<file path="config.mk">
export PLATFORM = sky130hd
export DESIGN_NAME = dhcp_option_tlv_parser
export DESIGN_NICKNAME = d
export VERILOG_FILES = /design/src/hdl/dotp_pkg.sv /design/src/hdl/dhcp_option_tlv_parser.sv /design/src/hdl/dotp_fifo.sv /design/src/hdl/dotp_front.sv /design/src/hdl/dotp_back.sv
export SDC_FILE = /design/constraint.sdc
export NUM_CORES = 1
export LEC_CHECK = 0
export ABC_AREA = 1
export BUFFER_PORTS_ARGS = -buffer_cell sky130_fd_sc_hd__buf_2
export CORE_MARGIN = 2
export CORE_UTILIZATION = 52
export DETAILED_ROUTE_END_ITERATION = 6
export PLACE_DENSITY = 0.74
export SETUP_SLACK_MARGIN = 0.1
export SLEW_MARGIN = 20
export SYNTH_ARGS = -nofsm -noshare
export SYNTH_HDL_FRONTEND = slang
export SYNTH_SLANG_ARGS = --single-unit
</file>
<file path="constraint.sdc">
create_clock -name clk_i -period 3.1 [get_ports clk_i]
set_input_delay 0 -clock clk_i [delete_from_list [all_inputs] [get_ports clk_i]]
set_output_delay 0 -clock clk_i [all_outputs]
set_load 0.03 [all_outputs]
</file>
<file path="src/hdl/dotp_pkg.sv">
// ----------------------------------------------------------------------------
// dotp_pkg
// shared types and constants of the dhcp option tlv parser
// ----------------------------------------------------------------------------
package dotp_pkg;

  localparam logic [7:0] TypeCodeRst = 8'd53;
  localparam logic [7:0] SrvCodeRst  = 8'd54;
  localparam int unsigned MidDepth   = 2;
  localparam int unsigned OutDepth   = 2;
  localparam int unsigned AddrW      = 3;

  // register index as decoded from paddr bit 2
  typedef enum logic {
    REG_TYPE_CODE = 1'b0,
    REG_SRV_CODE  = 1'b1
  } reg_idx_e;

  typedef enum logic [1:0] {
    PH_CODE = 2'd0,
    PH_LEN  = 2'd1,
    PH_DATA = 2'd2
  } phase_e;

  // one classified byte handed from front to back
  typedef struct packed {
    logic [7:0] byte_val;
    logic       cap_type;
    logic       srv_first;
    logic       srv_shift;
    logic       set_srv;
    logic       clr_srv;
    logic       last;
    logic       truncated;
  } act_t;

  typedef struct packed {
    logic [7:0]  message_type;
    logic [31:0] server_id;
    logic        type_found;
    logic        server_found;
    logic        truncated;
  } res_t;

  typedef struct packed {
    logic walk_idle;
  } front_sts_t;

endpackage

</file>
<file path="src/hdl/dhcp_option_tlv_parser.sv">
// ----------------------------------------------------------------------------
// dhcp_option_tlv_parser
// walks a dhcp options area byte by byte and reports type and server id
// ----------------------------------------------------------------------------
// usage
//   input queue: push beats of option_byte_i with last_byte_i marking the final
//   byte of an area; a beat is taken when push is high and full is low
//   result queue: one result per area, present while empty is low, taken
//   with pop; results come out in area order
//   config: apb writes to type code (address 0) and server code (address 4) are
//   for the user to make only while no area is in flight; the block does not check
// throughput and order
//   one byte per cycle sustained while full is low
//   the edge that takes an area's last byte writes it into the middle queue;
//   the back then moves it into the result queue, whose head drives the ports
// reset
//   walk state, captures and both queues clear; codes return to 53 and 54
// stalls
//   when pop is held low the result queue fills, the back stops at the next
//   closing beat, the middle queue fills and full rises; nothing is dropped
// ----------------------------------------------------------------------------
module dhcp_option_tlv_parser #(
  parameter int unsigned MidDepth = dotp_pkg::MidDepth,
  parameter int unsigned OutDepth = dotp_pkg::OutDepth
) (
  input  logic                       clk_i,
  input  logic                       rst_ni,
  // input queue
  input  logic                       push,
  output logic                       full,
  input  logic [7:0]                 option_byte_i,
  input  logic                       last_byte_i,
  // result queue
  output logic                       empty,
  input  logic                       pop,
  output logic [7:0]                 message_type_o,
  output logic [31:0]                server_id_o,
  output logic                       type_found_o,
  output logic                       server_found_o,
  output logic                       truncated_o,
  // config port
  input  logic                       psel,
  input  logic                       penable,
  input  logic                       pwrite,
  input  logic [dotp_pkg::AddrW-1:0] paddr,
  input  logic [31:0]                pwdata,
  output logic [31:0]                prdata,
  output logic                       pready
);

  localparam int unsigned ActW = $bits(dotp_pkg::act_t);
  localparam int unsigned ResW = $bits(dotp_pkg::res_t);

  // config registers
  logic [7:0]         type_code_q, srv_code_q;
  logic               cfg_wr;
  dotp_pkg::reg_idx_e cfg_idx;

  assign pready  = 1'b1;
  assign cfg_wr  = psel && penable && pwrite && pready;
  assign cfg_idx = dotp_pkg::reg_idx_e'(paddr[2]);

  always_ff @(posedge clk_i or negedge rst_ni) begin
    if (!rst_ni) begin
      type_code_q <= dotp_pkg::TypeCodeRst;
      srv_code_q  <= dotp_pkg::SrvCodeRst;
    end else if (cfg_wr) begin
      unique case (cfg_idx)
        dotp_pkg::REG_TYPE_CODE: type_code_q <= pwdata[7:0];
        dotp_pkg::REG_SRV_CODE:  srv_code_q  <= pwdata[7:0];
        default: begin
        end
      endcase
    end
  end

  always_comb begin
    unique case (cfg_idx)
      dotp_pkg::REG_TYPE_CODE: prdata = {24'd0, type_code_q};
      dotp_pkg::REG_SRV_CODE:  prdata = {24'd0, srv_code_q};
      default:                 prdata = '0;
    endcase
  end

  // front: byte walk and classification
  logic                 in_acc;
  dotp_pkg::act_t       front_act;
  dotp_pkg::front_sts_t front_sts;
  logic                 mid_full;

  assign full   = mid_full;
  assign in_acc = push && !full;

  dotp_front u_front (
    .clk_i         (clk_i),
    .rst_ni        (rst_ni),
    .accept_i      (in_acc),
    .option_byte_i (option_byte_i),
    .last_byte_i   (last_byte_i),
    .type_code_i   (type_code_q),
    .srv_code_i    (srv_code_q),
    .act_o         (front_act),
    .sts_o         (front_sts)
  );

  // middle queue decouples walk from capture
  logic           mid_empty, mid_pop;
  logic [ActW-1:0] mid_data;
  dotp_pkg::act_t mid_act;

  dotp_fifo #(
    .Width (ActW),
    .Depth (MidDepth)
  ) u_mid_fifo (
    .clk_i   (clk_i),
    .rst_ni  (rst_ni),
    .push_i  (in_acc),
    .data_i  (front_act),
    .full_o  (mid_full),
    .pop_i   (mid_pop),
    .data_o  (mid_data),
    .empty_o (mid_empty)
  );

  assign mid_act = dotp_pkg::act_t'(mid_data);

  // back: captures and result build
  logic           res_full, res_push;
  dotp_pkg::res_t back_res;

  dotp_back u_back (
    .clk_i       (clk_i),
    .rst_ni      (rst_ni),
    .act_valid_i (!mid_empty),
    .act_i       (mid_act),
    .act_pop_o   (mid_pop),
    .res_full_i  (res_full),
    .res_push_o  (res_push),
    .res_o       (back_res)
  );

  // result queue
  logic [ResW-1:0] res_data;
  dotp_pkg::res_t  res_head;

  dotp_fifo #(
    .Width (ResW),
    .Depth (OutDepth)
  ) u_res_fifo (
    .clk_i   (clk_i),
    .rst_ni  (rst_ni),
    .push_i  (res_push),
    .data_i  (back_res),
    .full_o  (res_full),
    .pop_i   (pop),
    .data_o  (res_data),
    .empty_o (empty)
  );

  assign res_head       = dotp_pkg::res_t'(res_data);
  assign message_type_o = res_head.message_type;
  assign server_id_o    = res_head.server_id;
  assign type_found_o   = res_head.type_found;
  assign server_found_o = res_head.server_found;
  assign truncated_o    = res_head.truncated;

`ifndef SYNTHESIS
  // the walk restarts at a code byte after a closing beat
  a_walk_restart: assert property (@(posedge clk_i) disable iff (!rst_ni)
    in_acc && last_byte_i |=> front_sts.walk_idle)
    else $error("walk did not restart after last byte");

  // a closing beat leaving the back always lands in the result queue
  a_close_lands: assert property (@(posedge clk_i) disable iff (!rst_ni)
    mid_pop && mid_act.last |=> !empty)
    else $error("closing beat lost");

  // captures not found read as zero
  a_type_zero: assert property (@(posedge clk_i) disable iff (!rst_ni)
    !empty && !type_found_o |-> message_type_o == 8'd0)
    else $error("message type nonzero without type found");

  a_srv_zero: assert property (@(posedge clk_i) disable iff (!rst_ni)
    !empty && !server_found_o |-> server_id_o == 32'd0)
    else $error("server id nonzero without server found");
`endif

endmodule

</file>
<file path="src/hdl/dotp_fifo.sv">
// ----------------------------------------------------------------------------
// dotp_fifo
// small first-word-fall-through queue
// ----------------------------------------------------------------------------
module dotp_fifo #(
  parameter int unsigned Width = 8,
  parameter int unsigned Depth = 2
) (
  input  logic             clk_i,
  input  logic             rst_ni,
  input  logic             push_i,
  input  logic [Width-1:0] data_i,
  output logic             full_o,
  input  logic             pop_i,
  output logic [Width-1:0] data_o,
  output logic             empty_o
);

  localparam int unsigned AW = $clog2(Depth);
  localparam int unsigned CW = $clog2(Depth + 1);

  logic [Width-1:0] mem_q [Depth];
  logic [AW-1:0]    wr_ptr_q, wr_ptr_d;
  logic [AW-1:0]    rd_ptr_q, rd_ptr_d;
  logic [CW-1:0]    cnt_q, cnt_d;
  logic             do_push, do_pop;

  assign full_o  = (cnt_q == CW'(Depth));
  assign empty_o = (cnt_q == '0);
  assign do_push = push_i && !full_o;
  assign do_pop  = pop_i && !empty_o;
  assign data_o  = mem_q[rd_ptr_q];

  always_comb begin
    wr_ptr_d = wr_ptr_q;
    rd_ptr_d = rd_ptr_q;
    cnt_d    = cnt_q;
    if (do_push) begin
      wr_ptr_d = (wr_ptr_q == AW'(Depth - 1)) ? '0 : wr_ptr_q + 1'b1;
    end
    if (do_pop) begin
      rd_ptr_d = (rd_ptr_q == AW'(Depth - 1)) ? '0 : rd_ptr_q + 1'b1;
    end
    if (do_push && !do_pop) begin
      cnt_d = cnt_q + 1'b1;
    end else if (do_pop && !do_push) begin
      cnt_d = cnt_q - 1'b1;
    end
  end

  always_ff @(posedge clk_i or negedge rst_ni) begin
    if (!rst_ni) begin
      wr_ptr_q <= '0;
      rd_ptr_q <= '0;
      cnt_q    <= '0;
    end else begin
      wr_ptr_q <= wr_ptr_d;
      rd_ptr_q <= rd_ptr_d;
      cnt_q    <= cnt_d;
    end
  end

  always_ff @(posedge clk_i) begin
    if (do_push) begin
      mem_q[wr_ptr_q] <= data_i;
    end
  end

endmodule

</file>
<file path="src/hdl/dotp_front.sv">
// ----------------------------------------------------------------------------
// dotp_front
// walks code, length and data bytes and classifies each beat
// ----------------------------------------------------------------------------
module dotp_front (
  input  logic                clk_i,
  input  logic                rst_ni,
  input  logic                accept_i,
  input  logic [7:0]          option_byte_i,
  input  logic                last_byte_i,
  input  logic [7:0]          type_code_i,
  input  logic [7:0]          srv_code_i,
  output dotp_pkg::act_t      act_o,
  output dotp_pkg::front_sts_t sts_o
);

  dotp_pkg::phase_e phase_q, phase_d, phase_walk;
  logic [7:0] code_q, code_d;
  logic [7:0] rem_q, rem_d;
  // data index saturates at 4, enough to tell the first four data bytes
  logic [2:0] idx_q, idx_d;
  logic       is_type, is_srv;

  assign is_type = (code_q == type_code_i);
  assign is_srv  = (code_q == srv_code_i);

  // next state
  always_comb begin
    phase_walk = phase_q;
    code_d     = code_q;
    rem_d      = rem_q;
    idx_d      = idx_q;
    unique case (phase_q)
      dotp_pkg::PH_LEN: begin
        rem_d      = option_byte_i;
        idx_d      = '0;
        phase_walk = (option_byte_i == 8'd0) ? dotp_pkg::PH_CODE : dotp_pkg::PH_DATA;
      end
      dotp_pkg::PH_DATA: begin
        if (idx_q != 3'd4) begin
          idx_d = idx_q + 3'd1;
        end
        rem_d = rem_q - 8'd1;
        if (rem_q == 8'd1) begin
          phase_walk = dotp_pkg::PH_CODE;
        end
      end
      default: begin
        code_d     = option_byte_i;
        phase_walk = dotp_pkg::PH_LEN;
      end
    endcase
    phase_d = phase_walk;
    if (last_byte_i) begin
      phase_d = dotp_pkg::PH_CODE;
      code_d  = '0;
      rem_d   = '0;
      idx_d   = '0;
    end
  end

  // outputs
  always_comb begin
    act_o           = '0;
    act_o.byte_val  = option_byte_i;
    act_o.last      = last_byte_i;
    act_o.truncated = (phase_walk != dotp_pkg::PH_CODE);
    unique case (phase_q)
      dotp_pkg::PH_LEN: begin
        act_o.clr_srv = is_srv;
      end
      dotp_pkg::PH_DATA: begin
        act_o.cap_type  = is_type && (idx_q == 3'd0);
        act_o.srv_first = is_srv && (idx_q == 3'd0);
        act_o.srv_shift = is_srv && (idx_q != 3'd0) && (idx_q != 3'd4);
        act_o.set_srv   = is_srv && (idx_q == 3'd3);
      end
      default: begin
      end
    endcase
    sts_o.walk_idle = (phase_q == dotp_pkg::PH_CODE);
  end

  always_ff @(posedge clk_i or negedge rst_ni) begin
    if (!rst_ni) begin
      phase_q <= dotp_pkg::PH_CODE;
      code_q  <= '0;
      rem_q   <= '0;
      idx_q   <= '0;
    end else if (accept_i) begin
      phase_q <= phase_d;
      code_q  <= code_d;
      rem_q   <= rem_d;
      idx_q   <= idx_d;
    end
  end

endmodule

</file>
<file path="src/hdl/dotp_back.sv">
// ----------------------------------------------------------------------------
// dotp_back
// applies classified beats to the captures and builds the result
// ----------------------------------------------------------------------------
module dotp_back (
  input  logic           clk_i,
  input  logic           rst_ni,
  input  logic           act_valid_i,
  input  dotp_pkg::act_t act_i,
  output logic           act_pop_o,
  input  logic           res_full_i,
  output logic           res_push_o,
  output dotp_pkg::res_t res_o
);

  logic [7:0]  type_q, type_d;
  logic [31:0] srv_q, srv_d;
  logic        tf_q, tf_d;
  logic        sf_q, sf_d;

  // a closing beat waits until the result queue has room
  assign act_pop_o  = act_valid_i && (!act_i.last || !res_full_i);
  assign res_push_o = act_pop_o && act_i.last;

  always_comb begin
    type_d = type_q;
    srv_d  = srv_q;
    tf_d   = tf_q;
    sf_d   = sf_q;
    if (act_i.cap_type) begin
      type_d = act_i.byte_val;
      tf_d   = 1'b1;
    end
    if (act_i.clr_srv) begin
      sf_d = 1'b0;
    end
    if (act_i.srv_first) begin
      srv_d = {24'd0, act_i.byte_val};
    end else if (act_i.srv_shift) begin
      srv_d = {srv_q[23:0], act_i.byte_val};
    end
    if (act_i.set_srv) begin
      sf_d = 1'b1;
    end
    res_o.message_type = tf_d ? type_d : 8'd0;
    res_o.server_id    = sf_d ? srv_d : 32'd0;
    res_o.type_found   = tf_d;
    res_o.server_found = sf_d;
    res_o.truncated    = act_i.truncated;
  end

  always_ff @(posedge clk_i or negedge rst_ni) begin
    if (!rst_ni) begin
      type_q <= '0;
      srv_q  <= '0;
      tf_q   <= 1'b0;
      sf_q   <= 1'b0;
    end else if (act_pop_o) begin
      if (act_i.last) begin
        type_q <= '0;
        srv_q  <= '0;
        tf_q   <= 1'b0;
        sf_q   <= 1'b0;
      end else begin
        type_q <= type_d;
        srv_q  <= srv_d;
        tf_q   <= tf_d;
        sf_q   <= sf_d;
      end
    end
  end

endmodule
</file>
Yosys cells after proc, flatten, opt, wreduce, memory -nomap -nowiden
Memory sizes are Yosys's and may differ from the RTL's. Index checks and enable logic that the tools add are counted.

Output and inout port bits: 78. Bits in registers: 87. Input bits: 51. Memories kept: 2. Bits in writable memories: 116.

Bitwise gates (word level): 1. Equal/unequal tests: 11. Reduce and logical (&&, ||, !) cells: 43. Add/sub/neg operators: 10. Mux-type cells: 38.

Memories: u_res_fifo.mem_q (words 2, bits a word 43, read ports 1, clocked after memory_dff 0, write ports 1, line dotp_fifo.sv:22) `logic [Width-1:0] mem_q [Depth];`; u_mid_fifo.mem_q (words 2, bits a word 15, read ports 1, clocked after memory_dff 0, write ports 1, line dotp_fifo.sv:22).

Operator list (number): $mux 32 (4); $pmux 32 s2 (1); $mux 8 (6); $logic_and 1x1->1 (18); $eq 8x8->1 (2); $pmux 8 s2 (1); $mux 1 (14); $mux 2 (7); $logic_not 1->1 (9); $eq 8x1->1 const B (1); $logic_not 8->1 (1); $reduce_and 2->1 (4); $sub 8x1->8 const B (1); $eq 2x2->1 const B (3); $mux 3 (2); $pmux 3 s2 (1); $reduce_bool 2->1 (3); $reduce_bool 3->1 (2); $add 1x1->1 const B (4); $add 2x1->2 const B (2); $logic_not 2->1 (2); $mux 4 (1); $pmux 2 s2 (1); $sub 2x1->2 const B (2); 11 further kinds (11).

Longest topological paths before layout
Gate-level depths: netlist of the first run.

Depth after elaboration: 10. Gate-level depth with buffers: 12.

Modules after synthesis
Synthesis of the first run repeated with hierarchy kept, for this count alone.

Cell total of the unflattened synthesis: 1129. Area total of the unflattened synthesis: 9865.7 sq um.

Modules (own cells, without submodules): dotp_fifo at u_res_fifo (seq. area each 2682.6 sq um, times used 1, cells an instance 256, area each 3360.7 sq um); dotp_back (seq. area each 1051.0 sq um, times used 1, cells an instance 414, area each 2637.5 sq um); dotp_front (seq. area each 525.5 sq um, times used 1, cells an instance 221, area each 1564.0 sq um); dotp_fifo at u_mid_fifo (seq. area each 1001.0 sq um, times used 1, cells an instance 110, area each 1332.5 sq um); dhcp_option_tlv_parser (seq. area each 410.4 sq um, times used 1, cells an instance 128, area each 970.9 sq um).

Least setup slack after synthesis of the first run
Ideal clock, no wire load.

Path type: register to register. Start: register u_mid_fifo.rd_ptr_q. End: memory u_res_fifo.mem_q[1][0] in the netlist's numbering, enable pin. Data required time: 2.657 ns. Setup time: 0.443 ns. Buffers on the path: 1. Cell stages (with the launch flop): 8. Arrival: 2.749 ns. Slack: -0.093 ns. Path through: dfrtp_1 -> buf_6 -> inv_4 -> nand2_1 -> and2_4 -> nor2_1 -> inv_1 -> nor2_1.

Cells in the longest elaborated chain, start to end: 8.

RTL lines: start, declared (line dotp_fifo.sv:24) `logic [AW-1:0] rd_ptr_q, rd_ptr_d;`; start signal, assigned (line dotp_fifo.sv:58) `rd_ptr_q <= rd_ptr_d;`; $mem_v2 2x15 *; $logic_not 1->1 (line dotp_back.sv:22) `assign act_pop_o = act_valid_i && (!act_i.last || !res_full_i);`; $logic_or 1x1->1 (line dotp_back.sv:22); $logic_and 1x1->1 (line dotp_back.sv:22); $logic_and 1x1->1 * (line dotp_back.sv:23) `assign res_push_o = act_pop_o && act_i.last;`; $logic_and 1x1->1 * (line dotp_fifo.sv:30) `assign do_push = push_i && !full_o;`; named net u_res_fifo.do_push (line dotp_fifo.sv:26) `logic do_push, do_pop;`; $mux 1 * (line dotp_fifo.sv:64) `if (do_push) begin`; $mux 1 (implied by the code) * (line dotp_fifo.sv:65) `mem_q[wr_ptr_q] <= data_i;`; end, declared (line dotp_fifo.sv:22).

Mark *: on every way through the listed nets, which the timed path passes. The rest lies on a longest branch.

Worst setup path after layout of the first run
Start: register u_mid_fifo.rd_ptr_q. End: memory u_res_fifo.mem_q[1][35] in the netlist's numbering, enable pin.

The elaborated chain is that of the path after synthesis.

==> flow_metrics.py, run 1 <==
metrics = {
    "power": {
        "p_per_area_mw_per_mm2": 1130,
        "vdd_ir_drop_max_mv": 0.783,
        "power_mw": 11.9,
        "leakagePower_nw": 4.70,
    },
    "synth": {
        "synth_cells": 951,
        "yosysWarnings": 0,
        "ys_seq_area_share_pct": 61.7,
        "syn-cell-area_mm2": 0.00919,
        "ys.flop_type": "edfxtp_1",
        "yosys.area.top_type_share_pct": 37.9,
        "synthArstFlopShare_pct": 42.9,
        "yosysTopAreaCell": "edfxtp_1",
        "synth_edf_count": 116,
        "ys_ff_latch": 203,
        "synth_area_per_cell_um2": 9.66,
        "synthTopCellsByCount": "nand2_1, edfxtp_1, inv_1",
        "synth.distinct_cells": 36,
        "yosys-top-cells-area": "edfxtp_1, dfrtp_1, nand2_1, o21ai_0, inv_1",
        "synth_most_common_cell": "nand2_1",
    },
    "die": {
        "dieArea_mm2": 0.0187,
        "die_h_um": 137,
        "core_area_mm2": 0.0173,
        "initial_utilization_pct": 53.1,
        "rows": 48,
        "io_pins": 129,
        "die_w_um": 137,
    },
    "clock_network": {
        "cts_buffer_depth": 3,
        "cts_root_buf": "clkbuf_16",
        "clkSinkCount": 203,
        "cts_buffers": 22,
        "tritoncts": "yes",
        "htree_levels": 1,
        "insertion_delay_ns": 0.51,
        "clk_pin_slew_ns": 0.06,
        "postCtsSetupBuffers": 0,
        "post_cts_resized": 0,
    },
    "job": {
        "cap_violations": 0,
    },
    "global_routing": {
        "grt_overflow": 0,
        "antenna_found_initial": 0,
        "grt_pass1_vias": 6245,
        "grt_max_degree": 84,
        "grt_pass1_wl_mm": 30.4,
        "track_usage_pct": 20.6,
    },
    "placement": {
        "dp_cells": 1225,
        "numPortBuffers": 77,
        "hpwl_mm": 12.1,
        "place_congestion": 0.880,
    },
    "timing": {
        "slew_headroom_pct": 45.9,
        "finalSetupTns_ns": 0,
        "final.min_clock_period_ns": 2.30,
        "fin_crit_sh_pct": 74.1,
        "finalClockSkew_ns": 0.00601,
        "setup_viol": 0,
        "worst_slew_pin_slew_ns": 0.811,
        "fmax_mhz": 435,
        "whs_ns": 0.0897,
        "hold_violations": 0,
        "rsz0062_at_grt": "no",
        "slew_violations": 0,
    },
    "setup_path": {
        "end_kind": "flip-flop",
        "crit_path_start_kind": "flip-flop",
        "worstPathArrival_ns": 2.49,
        "worstPathMaxFanout": 34,
        "cp.required_ns": 3.30,
        "crit_chain": "inv_4, nand2_1, and2_4, nor2_1, inv_1, nor2_4, buf_12",
        "crit_type": "reg -> reg",
        "slowest_delay_ns": 0.60,
        "cp_slowest_cell": "dfrtp_1",
    },
    "routing": {
        "route.detailed.drc": 0,
        "post_drt_wl_per_cell_um": 14.4,
        "drtIter0Drc": 457,
        "dr_total_vias": 6527,
        "firstDrtPassIters": 5,
        "via_per_inst": 5.08,
        "wl_mm": 18.5,
        "ant_nets": 0,
    },
    "final_layout": {
        "syn2layout_area_growth_pct": 15.1,
        "finalNetCount": 1104,
        "n_fill_cell": 1470,
        "antenna_cells": 0,
        "drive_above_1_share_pct": 13.8,
        "final_cells": 1285,
    },
    "run_status": {
        "status": "finished clean",
    },
    "worst_hold_path": {
        "hold_path_class": "in -> async",
    },
}
[flip-flops by register name, indices dropped and copies added, names as in the netlist]
signal and flops:
u_res_fifo.cnt_q 2, u_back.type_q 8, u_front.phase_q 2, u_front.rem_q 8
u_mid_fifo.mem_q 30, u_front.idx_q 3, u_mid_fifo.wr_ptr_q 1, u_mid_fifo.rd_ptr_q 1
u_back.sf_q 1, u_back.srv_q 32, srv_code_q 8, u_mid_fifo.cnt_q 2
u_front.code_q 8, u_back.tf_q 1, u_res_fifo.wr_ptr_q 1, u_res_fifo.mem_q 86
u_res_fifo.rd_ptr_q 1, type_code_q 8
[layer usage]
layer,up-vias,track usage (%),part of all wire [%]
li1,3240,-,-
met1,3090,26.2,41
met2,163,36.5,52
met3,34,3.04,4.5
met4,0,6.13,2.3
met5,-,0,0
[cell type report]
class	instances	area (µm²)	area share (%)
flip-flops and latches	203	5670	53.6
multi-input cells	617	2850	26.9
repair buffers	108	699	6.61
clock buffers	25	572	5.41
inverters	92	349	3.30
well taps	225	282	2.66
clock inverters	15	155	1.47
[logic make-up after synthesis]
kind of cell,share of synthesized area (%)
buffers and inverters,8.33
flip-flops,61.7
other,0.0817
AND/OR/NAND/NOR,17.6
adder cells (fa/ha/maj),1.23
AO/OA/AOI/OAI,9.57
XOR/XNOR,1.53
[where the power goes]
group / internal (mW) / switching (mW) / total (mW)
Combinational: 1.35 / 3.45 / 4.80
Clock: 1.57 / 1.04 / 2.61
Sequential: 4.07 / 0.462 / 4.53
Total: 6.99 / 4.95 / 11.9
[stage by stage]
| step | cell area [µm²] | utilization [%] | setup slack (ns) |
|---|---|---|---|
| floorplan | 9280 | - | 0.624 |
| global placement | 9640 | 55.8 | 0.802 |
| detailed placement | 9640 | 55.8 | 0.784 |
| CTS | 10600 | 61.1 | 0.769 |
| global route | 10600 | 61.1 | 0.597 |
| finish | 10600 | 61.1 | 0.803 |
[placed cells by master, fill, tap and decap left out, drive strengths merged]
master	count
or2	8
o211ai	16
dfstp	8
a21oi	9
bufinv	3
nand4	1
dlygate4sd3	20
a31oi	1
nand2	302
ha	9
conb	25
xor2	5
and3	1
and2	1
o21ai	114
dfrtp	79
nor2	74
clkbuf	25
inv	90
nand3	18
edfxtp	116
xnor2	11
buf	88
nor3	2
a22oi	1
clkinv	14
o22ai	19
[worst paths after layout]
path,startpoint,end,slack (ns),cells after the start
setup / recovery,u_mid_fifo.rd_ptr_q$_DFFE_PN0P_,u_res_fifo.mem_q[1][35]$_DFFE_PP_,0.80,7
setup reg to reg,u_mid_fifo.rd_ptr_q$_DFFE_PN0P_,u_res_fifo.mem_q[1][35]$_DFFE_PP_,0.80,7
hold / removal,rst_ni,u_front.rem_q[3]$_DFFE_PN0P_,0.09,2
max in group asynchronous,rst_ni,u_back.srv_q[23]$_DFFE_PN0P_,2.41,2
hold reg to reg,u_res_fifo.wr_ptr_q$_DFFE_PN0P_,u_res_fifo.wr_ptr_q$_DFFE_PN0P_,0.48,2
min in group clk_i,penable,type_code_q[2]$_DFFE_PN1P_,0.21,5
[what timing repair did]
| action | 4_1_cts | 5_1_grt |
|---|---|---|
| hold buffers | 20 | 0 |
| setup endpoints to repair | 0 | 0 |
| hold endpoints to repair | 127 | 0 |
[worst max-delay path: cells and delay by family (launching register included)]
family | cells | cell delay (ns)
flops | 1 | 0.60
simple gates | 4 | 0.74
buf+inv | 3 | 0.62
(Power assumes the default switching activity.)
==> run 2, diff against run 1 <==
==> constraint.sdc (replaced) <==
create_clock -name clk_i -period 1.9 [get_ports clk_i]
set_input_delay 0 -clock clk_i [delete_from_list [all_inputs] [get_ports clk_i]]
set_output_delay 0 -clock clk_i [all_outputs]
set_load 0.03 [all_outputs]
==> flow_metrics.py, run 2 (same netlist as run 1, synthesis figures left out) <==
metrics = {
    "routing": {
        "ant_nets": 0,
        "wl_mm": 18.9,
        "drtIter0Drc": 503,
        "dr_total_vias": 6617,
        "post_drt_wl_per_cell_um": 14.6,
        "route.detailed.drc": 0,
        "firstDrtPassIters": 4,
        "via_per_inst": 5.10,
    },
    "timing": {
        "final.min_clock_period_ns": 1.69,
        "setup_ws_ns": 0.212,
        "finalClockSkew_ns": 0.0180,
        "slew_violations": 0,
        "setup_viol": 0,
        "rsz0062_at_grt": "no",
        "finalSetupTns_ns": 0,
        "hold_violations": 0,
        "fin_crit_sh_pct": 88.8,
        "slew_headroom_pct": 63.7,
        "fmax_mhz": 592,
        "worst_slew_pin_slew_ns": 0.539,
    },
    "final_layout": {
        "utilization_pct": 61.8,
        "finalNetCount": 1117,
        "antenna_cells": 0,
        "final_cell_area_mm2": 0.0107,
        "syn2layout_area_growth_pct": 16.4,
        "top_register": "u_res_fifo.mem_q",
        "final_common_cell": "nand2_1",
        "layout_common_cells": "nand2_1, edfxtp_1, inv_1",
        "drive_above_1_share_pct": 15.2,
        "largest_reg_flops": 86,
        "reg_top3": "u_res_fifo.mem_q (86), u_back.srv_q (32), u_mid_fifo.mem_q (30)",
    },
    "die": {
        "rows": 48,
        "io_pins": 129,
        "die_w_um": 137,
        "dieArea_mm2": 0.0187,
        "core_area_mm2": 0.0173,
        "initial_utilization_pct": 53.1,
        "die_h_um": 137,
    },
    "global_routing": {
        "grt_overflow": 0,
        "antenna_found_initial": 0,
        "grt_max_degree": 45,
        "grt_use_met3_pct": 2.85,
        "grtUsageMet2_pct": 36.8,
        "grt-busiest-layer": "met2",
        "grt_pass1_vias": 6274,
        "use_met1_pct": 26.6,
        "track_usage_pct": 20.6,
        "grt_pass1_wl_mm": 30.7,
    },
    "power": {
        "p_per_area_mw_per_mm2": 1830,
        "vdd_ir_drop_max_mv": 0.929,
        "leakagePower_nw": 4.73,
    },
    "setup_path": {
        "cp.required_ns": 2.14,
        "end_kind": "flip-flop",
        "crit_type": "reg -> reg",
        "worstPathMaxFanout": 12,
        "r2r_slack_ns": 0.21,
        "crit_path_start_kind": "flip-flop",
        "worstPathArrival_ns": 1.92,
    },
    "placement": {
        "dpl_cell_area_mm2": 0.00978,
        "dp_slack_ns": 0.0759,
        "numPortBuffers": 77,
        "place_congestion": 0.873,
        "hpwl_mm": 12.5,
    },
    "clock_network": {
        "cts_buffers": 21,
        "cts_buffer_depth": 3,
        "htree_levels": 1,
        "clkSinkCount": 203,
        "cts_root_buf": "clkbuf_16",
        "tritoncts": "yes",
        "insertion_delay_ns": 0.49,
        "clk_pin_slew_ns": 0.06,
    },
    "worst_hold_path": {
        "hold_path_class": "in -> reg",
    },
    "run_status": {
        "status": "finished clean",
    },
    "job": {
        "cap_violations": 0,
    },
}
==> run 2: final timing paths <==
kind / from / end / cells past startpoint
worst max-delay path: u_mid_fifo.rd_ptr_q$_DFFE_PN0P_ / u_res_fifo.mem_q[0][9]$_DFFE_PP_ / 6
worst min-delay path: penable / type_code_q[2]$_DFFE_PN1P_ / 5
worst max register to register: u_mid_fifo.rd_ptr_q$_DFFE_PN0P_ / u_res_fifo.mem_q[0][9]$_DFFE_PP_ / 6
worst min register to register: u_res_fifo.wr_ptr_q$_DFFE_PN0P_ / u_res_fifo.wr_ptr_q$_DFFE_PN0P_ / 2
max in group asynchronous: rst_ni / u_res_fifo.cnt_q[1]$_DFFE_PN0P_ / 4
min in group asynchronous: rst_ni / u_back.type_q[2]$_DFFE_PN0P_ / 3
==> run 2: power by group <==
part | switching [mW] | total (mW) | internal, mW
Sequential | 0.750 | 7.39 | 6.64
Combinational | 5.78 | 8.27 | 2.50
Clock | 1.62 | 3.88 | 2.26
==> run 2: metrics by stage <==
stage	instances	power [mW]	hold slack, ns
final	1297	19.5	0.237
after global routing	1297	20.9	0.288
after CTS	1295	19.6	0.211
after detailed placement	1235	15.6	-0.0430
after global placement	1235	15.4	-0.0534
after floorplan	974	13.4	-0.296
==> run 2: critical path, cell delays in order (launching register included) <==
cell     delay [ns]
dfrtp_2        0.42
inv_4          0.04
buf_4          0.17
o21ai_0        0.45
nand2_1        0.12
o21ai_1        0.14
nor2_1         0.09
==> run 2: what timing repair did <==
| item | in CTS | in global routing |
|---|---|---|
| hold endpoints to repair | 129 | 0 |
| buffers inserted | 0 | 3 |
| hold buffers | 22 | 0 |
| endpoints found under the setup margin | 1 | 94 |
| gates resized for setup | 2 | 9 |
==> run 2: area by class of cell <==
type	instances	area [µm²]
fill	1411	6600
sequential	203	5670
multi-input combinational	617	2880
timing repair buffer	122	857
clock buffer	29	576
inverter	92	353
tap	225	282
clock inverter	9	71.3
==> run 2: layer usage <==
layer	wire length [µm]	vias up
li1	-	3284
met1	8060	3159
met2	9920	150
met3	682	24
met4	240	0
met5	0	-
==> run 3, diff against run 2 <==
--- a/config.mk
+++ b/config.mk
@@ -10,7 +10,7 @@
 export CORE_MARGIN = 2
 export CORE_UTILIZATION = 52
 export DETAILED_ROUTE_END_ITERATION = 6
-export PLACE_DENSITY = 0.74
+export PLACE_DENSITY_LB_ADDON = 0.2
 export SETUP_SLACK_MARGIN = 0.1
 export SLEW_MARGIN = 20
 export SYNTH_ARGS = -nofsm -noshare
==> flow_metrics.py, run 3 (same netlist as run 1, synthesis figures left out) <==
metrics = {
    "setup_path": {
        "cpLargestDelayFamily": "flip-flops",
        "crit_type": "reg -> reg",
        "slowest_delay_ns": 0.43,
        "end_kind": "flip-flop",
        "cp.required_ns": 2.26,
        "cp_slowest_cell": "dfrtp_1",
        "worstPathMaxFanout": 7,
        "r2r_slack_ns": 0.18,
        "crit_chain": "clkinv_4, nand2_1, and2_4, nand2_4, nand2_2, inv_2, ha_1, a21oi_1, o21ai_1, xor2_1",
        "worstPathArrival_ns": 2.08,
        "crit_path_start_kind": "flip-flop",
        "cp_num_buf_inv": 2,
    },
    "routing": {
        "wl_mm": 18.8,
        "ant_nets": 0,
        "drtIter0Drc": 392,
        "post_drt_wl_per_cell_um": 14.4,
        "via_per_inst": 5.00,
        "firstDrtPassIters": 5,
        "route.detailed.drc": 0,
        "dr_total_vias": 6499,
    },
    "timing": {
        "fin_crit_sh_pct": 90.4,
        "slew_violations": 0,
        "setup_viol": 0,
        "fmax_mhz": 582,
        "finalClockSkew_ns": 0.0137,
        "rsz0062_at_grt": "yes",
        "worst_slew_pin_slew_ns": 0.511,
        "hold_violations": 0,
        "whs_ns": 0.0430,
        "slew_headroom_pct": 65.9,
        "final.min_clock_period_ns": 1.72,
    },
    "clock_network": {
        "cts_buffers": 21,
        "tritoncts": "yes",
        "htree_levels": 1,
        "clk_pin_slew_ns": 0.06,
        "cts_root_buf": "clkbuf_16",
        "cts_buffer_depth": 3,
        "insertion_delay_ns": 0.49,
        "clkSinkCount": 203,
    },
    "worst_hold_path": {
        "hold_path_class": "in -> async",
    },
    "final_layout": {
        "final_cell_area_mm2": 0.0108,
        "seqCellArea_mm2": 0.00567,
        "multi_input_area_mm2": 0.00287,
        "reg_top3": "u_res_fifo.mem_q (86), u_back.srv_q (32), u_mid_fifo.mem_q (30)",
        "drive_above_1_share_pct": 15.6,
        "final_cells": 1299,
        "layout_common_cells": "nand2_1, edfxtp_1, inv_1",
        "n_fill_cell": 1427,
        "top_register": "u_res_fifo.mem_q",
        "syn2layout_area_growth_pct": 17.1,
        "finalNetCount": 1120,
        "antenna_cells": 0,
        "largest_reg_flops": 86,
        "final_common_cell": "nand2_1",
    },
    "placement": {
        "dpl_cell_area_mm2": 0.00983,
        "place_congestion": 0.911,
        "dp_cells": 1239,
        "hpwl_mm": 12.5,
        "numPortBuffers": 77,
    },
    "die": {
        "io_pins": 129,
        "initial_utilization_pct": 53.1,
        "die_h_um": 137,
        "die_w_um": 137,
        "rows": 48,
        "core_area_mm2": 0.0173,
        "dieArea_mm2": 0.0187,
    },
    "global_routing": {
        "grt_pass1_vias": 6193,
        "grt_pass1_wl_mm": 30.1,
        "antenna_found_initial": 0,
        "grt_overflow": 0,
        "grt_max_degree": 44,
        "track_usage_pct": 20.3,
    },
    "power": {
        "leakagePower_nw": 4.77,
        "vdd_ir_drop_max_mv": 0.972,
        "p_per_area_mw_per_mm2": 1840,
    },
    "run_status": {
        "status": "finished clean",
    },
    "job": {
        "cap_violations": 0,
    },
}
run 3: cell types whose count changed in the layout (fill, tap and decap cells not counted), sizes merged:
cell	before	now
clkinvlp	2	1
dlygate4sd3	21	20
bufinv	1	3
clkinv	8	9
buf	101	105
inv	90	88
clkbuf	29	28
run 3: final timing paths:
check	start	cells after the start	endpoint
worst max-delay path	u_mid_fifo.rd_ptr_q$_DFFE_PN0P_	10	u_mid_fifo.cnt_q[1]$_DFFE_PN0P_
worst min-delay path	rst_ni	2	type_code_q[7]$_DFFE_PN0P_
worst max register to register	u_mid_fifo.rd_ptr_q$_DFFE_PN0P_	10	u_mid_fifo.cnt_q[1]$_DFFE_PN0P_
worst min register to register	u_mid_fifo.cnt_q[0]$_DFFE_PN0P_	1	u_mid_fifo.cnt_q[0]$_DFFE_PN0P_
max in group asynchronous	rst_ni	3	u_back.srv_q[9]$_DFFE_PN0P_
min in group clk_i	penable	5	srv_code_q[1]$_DFFE_PN1P_
run 3: through the flow:
stage	util, %	power (mW)	setup WS, ns	setup TNS [ns]
3_3_place_gp	56.8	15.5	0.176	0
3_5_place_dp	56.8	15.7	0.133	0
5_1_grt	62.2	21.1	0.0597	0
6_report	62.2	19.8	0.182	0
2_1_floorplan	-	13.4	-0.0410	-1.76
4_1_cts	61.9	19.9	0.132	0
run 3: final cells by class:
cell class	instances	share of cell area, %
timing repair buffer	125	8.31
sequential	203	52.7
clock inverter	9	1.15
tap	225	2.62
clock buffer	28	5.22
multi-input combinational	617	26.7
inverter	92	3.30
run 3: what timing repair did:
item / in CTS / in global routing
gates resized for setup: 0 / 9
buffers inserted: 0 / 3
endpoints found under the setup margin: 0 / 37
hold buffers: 20 / 0
hold endpoints to repair: 138 / 0
run 3: where the power goes:
part	total [mW]	switching, mW	leakage [nW]	internal [mW]
Sequential	7.35	0.721	2.20	6.63
Clock	4.11	1.62	0.339	2.49
Combinational	8.30	5.76	2.23	2.54
Total	19.8	8.10	4.77	11.7
run 3: layer usage:
metal  vias to the layer above  global-route usage [%]  wire length (µm)
li1                       3279                       -                 -
met1                      3047                    25.9              7950
met2                       144                    35.8              9590
met3                        29                    2.74               802
met4                         0                    6.87               407
met5                         -                       0                 0
